<file path="src/sv/ale_pkg.sv">
// ----------------------------------------------------------------------------
// ale_pkg: shared types and constants for the associated Legendre evaluator
// Holds the request/response words, the sequencer states and the fixed
// datapath widths used by associated_legendre_eval_top.
// ----------------------------------------------------------------------------
package ale_pkg;

  // Datapath widths, sized for degrees up to eight.
  localparam int P_W       = 40;             // P values, signed Q.16
  localparam int B_W       = 20;             // second multiplier operand
  localparam int HALF_W    = P_W / 2;        // split point of the first operand
  localparam int MUL_W     = HALF_W + 1 + B_W;
  localparam int ACC_W     = P_W + B_W;      // full product
  localparam int FRAC      = 14;             // fraction bits of x and the root
  localparam int NUM_W     = ACC_W - FRAC;   // recurrence numerator
  localparam int REM_W     = 29;             // root remainder, holds 2^28
  localparam int ROOT_W    = 30;
  localparam int S_W       = 15;             // root result, at most 2^14
  localparam int DIV_CNT_W = $clog2(NUM_W);

  localparam logic signed [15:0]     X_MAX      = 16'sh4000;
  localparam logic signed [15:0]     X_MIN      = 16'shC000;
  localparam logic signed [P_W-1:0]  ONE_Q16    = P_W'(65536);
  localparam logic signed [24:0]     OUT_MAX    = 25'h0FF_FFFF;
  localparam logic signed [24:0]     OUT_MIN    = 25'h100_0000;
  localparam logic [REM_W-1:0]       ROOT_BASE  = REM_W'(29'h1000_0000);

  typedef struct packed {
    logic [3:0]         degree;
    logic [3:0]         order;
    logic signed [15:0] arg;
  } ale_req_t;

  typedef struct packed {
    logic signed [24:0] value;
    logic               saturated;
  } ale_rsp_t;

  typedef enum logic [4:0] {
    ST_IDLE,
    ST_MUL,
    ST_SQ_W,
    ST_ROOT,
    ST_PMM_C,
    ST_PMM_M,
    ST_PMM_W,
    ST_CHK,
    ST_P1_M,
    ST_P1_W,
    ST_R_C,
    ST_R_M,
    ST_R_T,
    ST_R_S,
    ST_DIV,
    ST_R_W,
    ST_DONE
  } state_t;

endpackage

</file>
<file path="src/sv/associated_legendre_eval_top.sv">
// ----------------------------------------------------------------------------
// associated_legendre_eval_top: P_l^m(x) evaluator with one shared multiplier
// Throughput: one word at a time; the next request is taken in the cycle
// after the response word leaves. The per-degree cost is set by the
// bit-serial divide and the two-pass 21x20 multiplier.
// Reset returns the sequencer to idle; no other state survives between words.
// ----------------------------------------------------------------------------
module associated_legendre_eval_top
  import ale_pkg::*;
#(
  parameter int MAX_DEGREE = 4
) (
  input  logic     clk,
  input  logic     rst,
  input  logic     req_valid,
  output logic     req_stall,
  input  ale_req_t req,
  output logic     rsp_valid,
  input  logic     rsp_stall,
  output ale_rsp_t rsp
);

  localparam logic [3:0] MAX_DEG_L = 4'(MAX_DEGREE);

  // Sequencer
  state_t state, state_next;
  state_t mul_ret;
  logic   mul_phase;

  // Item registers
  logic [3:0]         l_q;
  logic [3:0]         m_q;
  logic [3:0]         i_q;
  logic signed [15:0] x_q;

  // Shared multiplier: a 40-bit operand split in two halves, two passes
  logic signed [P_W-1:0]   mul_a;
  logic signed [B_W-1:0]   mul_b;
  logic signed [HALF_W:0]  mul_op;
  logic signed [MUL_W-1:0] prod;
  logic signed [ACC_W-1:0] prod_ext;
  logic signed [ACC_W-1:0] acc;

  // Square root
  logic [REM_W-1:0]  rem;
  logic [ROOT_W-1:0] root;
  logic [REM_W-1:0]  sbit;
  logic [ROOT_W-1:0] trial;

  // Recurrence values
  logic signed [P_W-1:0]   pmm;
  logic signed [P_W-1:0]   pm1;
  logic signed [NUM_W-1:0] num;
  logic signed [NUM_W-1:0] diff;
  logic signed [P_W-1:0]   prod_q;

  // Bit-serial divider
  logic [NUM_W-1:0]     div_q;
  logic [3:0]           div_r;
  logic [3:0]           div_d;
  logic [DIV_CNT_W-1:0] div_cnt;
  logic                 div_neg;
  logic [4:0]           div_shift;
  logic [NUM_W-1:0]     quot;

  // Response register
  logic signed [24:0] res_value;
  logic               res_sat;

  // Clamped request fields
  logic [3:0]         deg_cl;
  logic signed [15:0] x_cl;
  logic               accept;

  // Small coefficients
  logic [4:0] coef_odd;   // 2i-1
  logic [4:0] coef_m;     // 2m+1
  logic [4:0] coef_sub;   // i+m-1

  function automatic ale_rsp_t clip(input logic signed [P_W-1:0] v);
    ale_rsp_t r;
    r.saturated = 1'b1;
    if (v > P_W'(OUT_MAX)) begin
      r.value = OUT_MAX;
    end else if (v < P_W'(OUT_MIN)) begin
      r.value = OUT_MIN;
    end else begin
      r.value     = v[24:0];
      r.saturated = 1'b0;
    end
    return r;
  endfunction

  assign accept = req_valid && !req_stall;
  assign deg_cl = (req.degree > MAX_DEG_L) ? MAX_DEG_L : req.degree;
  assign x_cl   = (req.arg > X_MAX) ? X_MAX : ((req.arg < X_MIN) ? X_MIN : req.arg);

  assign coef_odd = {i_q, 1'b0} - 5'd1;
  assign coef_m   = {m_q, 1'b1};
  assign coef_sub = {1'b0, i_q} + {1'b0, m_q} - 5'd1;

  // Low pass takes the unsigned low half, high pass the signed high half.
  assign mul_op   = mul_phase ? {mul_a[P_W-1], mul_a[P_W-1:HALF_W]}
                              : {1'b0, mul_a[HALF_W-1:0]};
  assign prod     = mul_op * mul_b;
  assign prod_ext = {{(ACC_W-MUL_W){prod[MUL_W-1]}}, prod};

  // Floor of the product by 2^14: arithmetic drop of the fraction bits.
  assign prod_q = acc[FRAC +: P_W];

  assign trial     = root + ROOT_W'(sbit);
  assign diff      = num - acc[NUM_W-1:0];
  assign div_shift = {div_r, div_q[NUM_W-1]};
  assign quot      = div_neg ? (NUM_W'(0) - div_q) : div_q;

  // --------------------------------------------------------------------------
  // Next state
  // --------------------------------------------------------------------------
  always_comb begin
    state_next = state;
    case (state)
      ST_IDLE: begin
        if (req_valid) begin
          if (req.order > deg_cl) begin
            state_next = ST_DONE;      // order above degree: zero result
          end else if (req.order == 4'd0) begin
            state_next = ST_CHK;       // P_0^0 is exactly one
          end else begin
            state_next = ST_MUL;       // x*x for the root
          end
        end
      end
      ST_MUL:   if (mul_phase) state_next = mul_ret;
      ST_SQ_W:  state_next = ST_ROOT;
      ST_ROOT:  if (sbit == REM_W'(1)) state_next = ST_PMM_C;
      ST_PMM_C: state_next = ST_MUL;
      ST_PMM_M: state_next = ST_MUL;
      ST_PMM_W: state_next = (i_q == m_q) ? ST_CHK : ST_PMM_C;
      ST_CHK:   state_next = (l_q == m_q) ? ST_DONE : ST_MUL;
      ST_P1_M:  state_next = ST_MUL;
      ST_P1_W: begin
        if (({1'b0, m_q} + 5'd2) > {1'b0, l_q}) begin
          state_next = ST_DONE;
        end else begin
          state_next = ST_R_C;
        end
      end
      ST_R_C:   state_next = ST_MUL;
      ST_R_M:   state_next = ST_MUL;
      ST_R_T:   state_next = ST_MUL;
      ST_R_S:   state_next = ST_DIV;
      ST_DIV:   if (div_cnt == '0) state_next = ST_R_W;
      ST_R_W:   state_next = (i_q == l_q) ? ST_DONE : ST_R_C;
      ST_DONE:  if (!rsp_stall) state_next = ST_IDLE;
      default:  state_next = ST_IDLE;
    endcase
  end

  // --------------------------------------------------------------------------
  // Handshake outputs
  // --------------------------------------------------------------------------
  always_comb begin
    req_stall       = (state != ST_IDLE);
    rsp_valid       = (state == ST_DONE);
    rsp.value       = res_value;
    rsp.saturated   = res_sat;
  end

  always_ff @(posedge clk) begin
    if (rst) begin
      state     <= ST_IDLE;
      mul_phase <= 1'b0;
    end else begin
      state     <= state_next;
      mul_phase <= (state == ST_MUL) ? !mul_phase : 1'b0;
    end
  end

  // --------------------------------------------------------------------------
  // Datapath
  // --------------------------------------------------------------------------
  always_ff @(posedge clk) begin
    case (state)
      ST_IDLE: begin
        // Latch the clamped request and set up x*x.
        if (accept) begin
          l_q       <= deg_cl;
          m_q       <= req.order;
          x_q       <= x_cl;
          i_q       <= 4'd1;
          pmm       <= ONE_Q16;
          mul_a     <= {{(P_W-16){x_cl[15]}}, x_cl};
          mul_b     <= {{(B_W-16){x_cl[15]}}, x_cl};
          mul_ret   <= ST_SQ_W;
          res_value <= '0;
          res_sat   <= 1'b0;
        end
      end
      ST_MUL: begin
        // Low half first, then add the high half shifted up.
        if (!mul_phase) begin
          acc <= prod_ext;
        end else begin
          acc <= acc + {prod_ext[ACC_W-1-HALF_W:0], {HALF_W{1'b0}}};
        end
      end
      ST_SQ_W: begin
        rem  <= ROOT_BASE - acc[REM_W-1:0];
        root <= '0;
        sbit <= ROOT_BASE;
      end
      ST_ROOT: begin
        // One digit of the floor square root per cycle.
        if (ROOT_W'(rem) >= trial) begin
          rem  <= rem - trial[REM_W-1:0];
          root <= (root >> 1) + ROOT_W'(sbit);
        end else begin
          root <= root >> 1;
        end
        sbit <= sbit >> 2;
      end
      ST_PMM_C: begin
        // -(2i-1) * sqrt(1-x^2)
        mul_a   <= P_W'(root[S_W-1:0]);
        mul_b   <= B_W'(0) - B_W'(coef_odd);
        mul_ret <= ST_PMM_M;
      end
      ST_PMM_M: begin
        mul_a   <= pmm;
        mul_b   <= acc[B_W-1:0];
        mul_ret <= ST_PMM_W;
      end
      ST_PMM_W: begin
        pmm <= prod_q;
        i_q <= i_q + 4'd1;
      end
      ST_CHK: begin
        {res_value, res_sat} <= clip(pmm);
        mul_a   <= {{(P_W-16){x_q[15]}}, x_q};
        mul_b   <= B_W'(coef_m);
        mul_ret <= ST_P1_M;
      end
      ST_P1_M: begin
        mul_a   <= pmm;
        mul_b   <= acc[B_W-1:0];
        mul_ret <= ST_P1_W;
      end
      ST_P1_W: begin
        pm1                  <= prod_q;
        {res_value, res_sat} <= clip(prod_q);
        i_q                  <= m_q + 4'd2;
      end
      ST_R_C: begin
        mul_a   <= {{(P_W-16){x_q[15]}}, x_q};
        mul_b   <= B_W'(coef_odd);
        mul_ret <= ST_R_M;
      end
      ST_R_M: begin
        mul_a   <= pm1;
        mul_b   <= acc[B_W-1:0];
        mul_ret <= ST_R_T;
      end
      ST_R_T: begin
        // Hold the floored first term, then form (i+m-1) * P_{i-2}.
        num     <= acc[ACC_W-1:FRAC];
        mul_a   <= pmm;
        mul_b   <= B_W'(coef_sub);
        mul_ret <= ST_R_S;
      end
      ST_R_S: begin
        // Divide the magnitude, restore the sign after: truncates toward zero.
        div_neg <= diff[NUM_W-1];
        div_q   <= diff[NUM_W-1] ? (NUM_W'(0) - diff) : diff;
        div_r   <= '0;
        div_d   <= i_q - m_q;
        div_cnt <= DIV_CNT_W'(NUM_W - 1);
      end
      ST_DIV: begin
        if (div_shift >= {1'b0, div_d}) begin
          div_r <= 4'(div_shift - {1'b0, div_d});
          div_q <= {div_q[NUM_W-2:0], 1'b1};
        end else begin
          div_r <= div_shift[3:0];
          div_q <= {div_q[NUM_W-2:0], 1'b0};
        end
        div_cnt <= div_cnt - DIV_CNT_W'(1);
      end
      ST_R_W: begin
        // Advance the recurrence by one degree.
        pmm                  <= pm1;
        pm1                  <= quot[P_W-1:0];
        {res_value, res_sat} <= clip(quot[P_W-1:0]);
        i_q                  <= i_q + 4'd1;
      end
      ST_DONE: begin
      end
      default: begin
      end
    endcase
  end

  // --------------------------------------------------------------------------
  // Assertions
  // --------------------------------------------------------------------------
  a_accept_leaves_idle: assert property (@(posedge clk) disable iff (rst)
    accept |=> (state != ST_IDLE))
    else $error("accepted request word did not start the sequencer");

  a_mul_two_pass: assert property (@(posedge clk) disable iff (rst)
    (state == ST_MUL && !mul_phase) |=> (state == ST_MUL && mul_phase))
    else $error("multiplier left after a single pass");

  a_div_nonzero: assert property (@(posedge clk) disable iff (rst)
    (state == ST_DIV) |-> (div_d != 4'd0))
    else $error("recurrence divisor is zero");

  a_sat_bound: assert property (@(posedge clk) disable iff (rst)
    (rsp_valid && rsp.saturated) |-> (rsp.value == OUT_MAX || rsp.value == OUT_MIN))
    else $error("saturated response word is not at a range bound");

  a_no_overlap: assert property (@(posedge clk) disable iff (rst)
    rsp_valid |-> req_stall)
    else $error("request taken while a response word waits");

endmodule

</file>
<file path="config.mk">
export PLATFORM = sky130hd
export DESIGN_NAME = associated_legendre_eval_top
export DESIGN_NICKNAME = d
export VERILOG_FILES = /design/src/sv/ale_pkg.sv /design/src/sv/associated_legendre_eval_top.sv
export SDC_FILE = /design/constraint.sdc
export NUM_CORES = 2
export LEC_CHECK = 0
export BUFFER_PORTS_ARGS = -buffer_cell sky130_fd_sc_hd__buf_2
export CELL_PAD_IN_SITES_DETAIL_PLACEMENT = 0
export CELL_PAD_IN_SITES_GLOBAL_PLACEMENT = 2
export CORE_ASPECT_RATIO = 0.7
export CORE_MARGIN = 2
export CORE_UTILIZATION = 43
export CTS_CLUSTER_SIZE = 8
export DETAILED_ROUTE_END_ITERATION = 10
export PLACE_DENSITY_LB_ADDON = 0.1
export SETUP_SLACK_MARGIN = 0.3
export SYNTH_ARGS = -nofsm -noshare
export SYNTH_HDL_FRONTEND = slang
export SYNTH_SLANG_ARGS = --single-unit
</file>
<file path="constraint.sdc">
create_clock -name clk -period 14.4 [get_ports clk]
set_input_delay 2.88 -clock clk [delete_from_list [all_inputs] [get_ports clk]]
set_output_delay 2.88 -clock clk [all_outputs]
set_load 0.005 [all_outputs]
</file>
# Word-level counts from Yosys, hierarchy flattened
# Cells that the tools add are included.
# word_totals
regBits,460
# op_classes
n_addsub,18
multipliers,1
magnitude_cmp,13
n_reduce_logical,31
mux,56
bitwise,1
n_eq_ne,27
# ops
op,count
40-bit case mux with 5 select lines,1
25-bit two-way mux,7
40-bit by 25-bit > comparator with 1-bit output (second input constant),3
40-bit by 25-bit < comparator with 1-bit output (second input constant),3
40-bit two-way mux,3
20-bit case mux with 6 select lines,1
40-bit case mux with 3 select lines,1
29-bit case mux with 2 select lines,2
25-bit case mux with 4 select lines,1
46-bit case mux with 2 select lines,1
40-bit case mux with 2 select lines,1
60-bit adder,1
60-bit two-way mux,1
30-bit case mux with 2 select lines,1
5-bit case mux with 12 select lines,1
5-bit two-way mux,10
46-bit two-way mux,1
1-bit by 46-bit subtractor with 46-bit output (first input constant),1
46-bit subtractor,1
21-bit by 20-bit multiplier with 41-bit output,1
5-bit by 4-bit equality test with 1-bit output (second input constant),8
5-bit case mux with 8 select lines,1
1-bit by 40-bit subtractor with 40-bit output (first input constant),1
16-bit two-way mux,2
other kinds (55),93

# Longest topological paths before layout
# depth
word_depth,6
ltp_mapped,42
mapped_depth_nobuf,40

# Least setup slack after synthesis
# OpenSTA, ideal clock, no wires.
# synth_timing
kind,register to register
start,register mul_phase
end,register acc[59] (data pin)
arrival_time_ps,9699
setup_time_ps,254
setup_slack_ps,4448
stages_incl_launch_ff,41
synth_period_minus_slack_ps,9952
cell_sequence,dfxtp_1 clkbuf_1 buf_1 mux2_2 clkbuf_1 and2_1 fa_1 fa_1 inv_1 fa_1 inv_1 fa_1 fa_1 fa_1 inv_1 fa_1 inv_1 ha_1 (+5 left out) o21a_1 o21ai_0 a21oi_1 o41ai_1 xnor2_1 ha_1 nand2_1 o21a_1 o21a_1 o211ai_1 nand2b_1 nor3_1 a2111oi_0 a21oi_1 a31oi_1 o21ai_0 xnor2_1 a21o_1
# synth_via
elab_chain_len,4
# synth_lines
element,line,text
from (decl),associated_legendre_eval_top.sv:28,logic mul_phase;
from (signal assigned),associated_legendre_eval_top.sv:175,mul_phase <= (state == ST_MUL) ? !mul_phase : 1'b0;
21-bit two-way mux,associated_legendre_eval_top.sv:103,"assign mul_op = mul_phase ? {mul_a[P_W-1], mul_a[P_W-1:HALF_W]}"
21-bit by 20-bit multiplier with 41-bit output,associated_legendre_eval_top.sv:105,assign prod = mul_op * mul_b;
60-bit adder,associated_legendre_eval_top.sv:204,"acc <= acc + {prod_ext[ACC_W-1-HALF_W:0], {HALF_W{1'b0}}};"
60-bit two-way mux *,associated_legendre_eval_top.sv:201,if (!mul_phase) begin
to (signal assigned),associated_legendre_eval_top.sv:202,acc <= prod_ext;
to (signal assigned),associated_legendre_eval_top.sv:204,
to (decl),associated_legendre_eval_top.sv:42,logic signed [ACC_W-1:0] acc;
# Mark *: on every way between the ends. The rest lies on a longest branch, timed or not.
# A chain may end at the register's enable or synchronous reset.

# Worst setup path after layout
# Ends and elaborated chain as after synthesis.

==> out/qor.txt <==
max cap viols: 0
Final Hold Viols: 0
Cell Area, Synth: 45,800 um^2
count of cell types in the netlist: 95
post-CTS setup buffer count: 0
Synth Register Bits: 445
Synth Warn #: 0
number of global-route vias before repair: 34.0k
fmax: 0.0865 GHz
Final min period: 11.55 ns
Port Buf Inserts: 55
most frequent cells in the layout: inv_1, nand2_1, fa_1
clock tree buffer depth: 3
Hold WS: 0.453 ns
# nets final: 5,538
Slew headroom: 17.9%
drt pass-1 iters: 8
DIE WIDTH: 394 um
Num CTS Buffers: 61
CTS root buf: clkbuf_16
Resized Gates After CTS: 0
total negative setup slack: 0 ns
Post-synth EDFFs: 439
final non-filler cell total: 6,240
worst-skew pair later-pin latency: 0.66 ns
die area: 109,000 um^2
CTS tree: done
Starting Density: 43.2%
Worst Max-Slew Pin Slew: 1.23 ns
core area: 106,000 um^2
Post-Route WL: 153,000 um
CP max stage cell: a2111oi_0
synthesized net count: 5,590
CP Data Arrival Time: 11.96 ns
Post-synth top flop: edfxtp_1
Iteration-0 DRC Markers: 3,506
sequential fraction of the synthesis area: 29.1%
final slew viol count: 0
Vias/cell: 5.69
initial antenna violation count: 3
status: completed
Hold Crit Class: reg2reg
Placed Cells: 6,145
Avg Inst Size Synth: 9.47 um^2
Startpoint Class: flip-flop
asr flop ratio synth: 0%
Post-DP HPWL: 119,000 um
CP most frequent cell: fa_1
Area growth syn-to-layout: 7.55%
first-pass GRT wire length: 230,000 um
Worst Path Max Fanout: 41
Row Count: 100
CP Capture Type: flip-flop
CTS sink cnt: 445
gr ovfl total: 0
vias: 35.5k
Total GRT Usage: 28.1%
residual DRC count: 0
R2R Setup Slk: 2.85 ns
leading cell type in the layout, fill and taps excluded: inv_1
Die H: 277 um
kind of critical path: reg2reg
Final ANT Viol Nets: 0
largest net degree at the start of global routing: 79
Tcrit/Tclk final: 80.2%
RSZ-0062 raised after global routing: false
clock skew: 0.0181 ns
routed len/inst: 24.6 um
cells after synthesis: 4,832
# hold bufs at CTS: 0
CTS clk-pin slew, worst paths: 0.05 ns
Placer Congestion: 0.944
share of post-route cells with drive strength above 1: 5.74%
H-tree levels: 2
worst endpoint required time: 14.81 ns
Setup violations, final: 0
I/O pins: 56
crit-path max cell delay: 0.98 ns
[final cells by class]
cell class	count	area (um^2)
fill	10300	56800
multi-input combinational	3518	29300
sequential	445	13300
inverter	642	2410
tap	1428	1790
clock buffer	88	1650
timing repair buffer	112	703
clock inverter	3	40.0
antenna	4	10.0
[metal layers]
layer	up-vias	routed length (um)	share of wire (%)	track usage [%]
met4	0	2150	1.4	4.21
met3	126	14700	9.6	6.97
met1	17800	78800	51	46.9
met2	1303	57700	38	36.1
li1	16300	-	-	-
met5	-	0	0	0
[synth_stat cells, types with 64 or more instances]
master,count,area (um^2)
o21ai_0,226,1130
clkbuf_1,197,739
nand2_1,489,1840
xor2_1,138,1210
nand3_1,64,320
inv_1,642,2410
xnor2_1,168,1470
a21oi_1,271,1360
edfxtp_1,439,13200
a21o_1,84,631
ha_1,286,3580
nor2_1,275,1030
and2_1,244,1530
fa_1,444,8890
[state kept, by name (all words and copies together) (netlist names), 25 cells and up]
signal and cells:
mul_a 40, num 46, root 30, pmm 40
res_value 25, rem 29, pm1 40, acc 60
div_q 46
[cell families (layout without fill, tap and decap cells)]
group / after synthesis / after routing / share of synthesized area, %
AOI/OAI and AO/OA: 981 / 981 / 13.8
adders and majority gates: 730 / 730 / 27.2
other: 2 / 6 / 0.0164
xor gates and xnor gates: 307 / 307 / 5.91
buffers and inverters: 869 / 845 / 7.21
DFF: 445 / 445 / 29.1
and+or+nand+nor: 1455 / 1455 / 15.8
muxes: 43 / 43 / 1.02
[through the flow]
| step | area (um^2) | utilization (%) | setup slack (ns) |
|---|---|---|---|
| after floorplan | 45800 | - | 4.45 |
| after global placement | 47500 | 44.8 | 3.15 |
| after detailed placement | 47500 | 44.8 | 3.13 |
| after CTS | 49200 | 46.4 | 3.11 |
| after global routing | 49200 | 46.4 | 2.26 |
| final | 49200 | 46.4 | 2.85 |
[path summary, 6_finish.rpt]
| path | start | end | depth (start not counted) |
|---|---|---|---|
| max | mul_phase | acc[59] | 39 |
| min | acc[58] | num[44] | 0 |
| max reg2reg | mul_phase | acc[59] | 39 |
| min reg2reg | acc[58] | num[44] | 0 |
[critical path, delay by kind of cell, from the launching register on]
kind / cells / cell delay (ns)
AO/OA/AOI/OAI: 14 / 3.93
XOR/XNOR: 2 / 0.46
adder cells (fa/ha/maj): 9 / 4.28
buffers and inverters: 7 / 0.79
flip-flops: 1 / 0.31
multiplexers: 1 / 0.60
AND/OR/NAND/NOR: 6 / 0.85
Power is not shown: default switching activity piles up to over one toggle a cycle in this logic, so the estimate is an artifact.
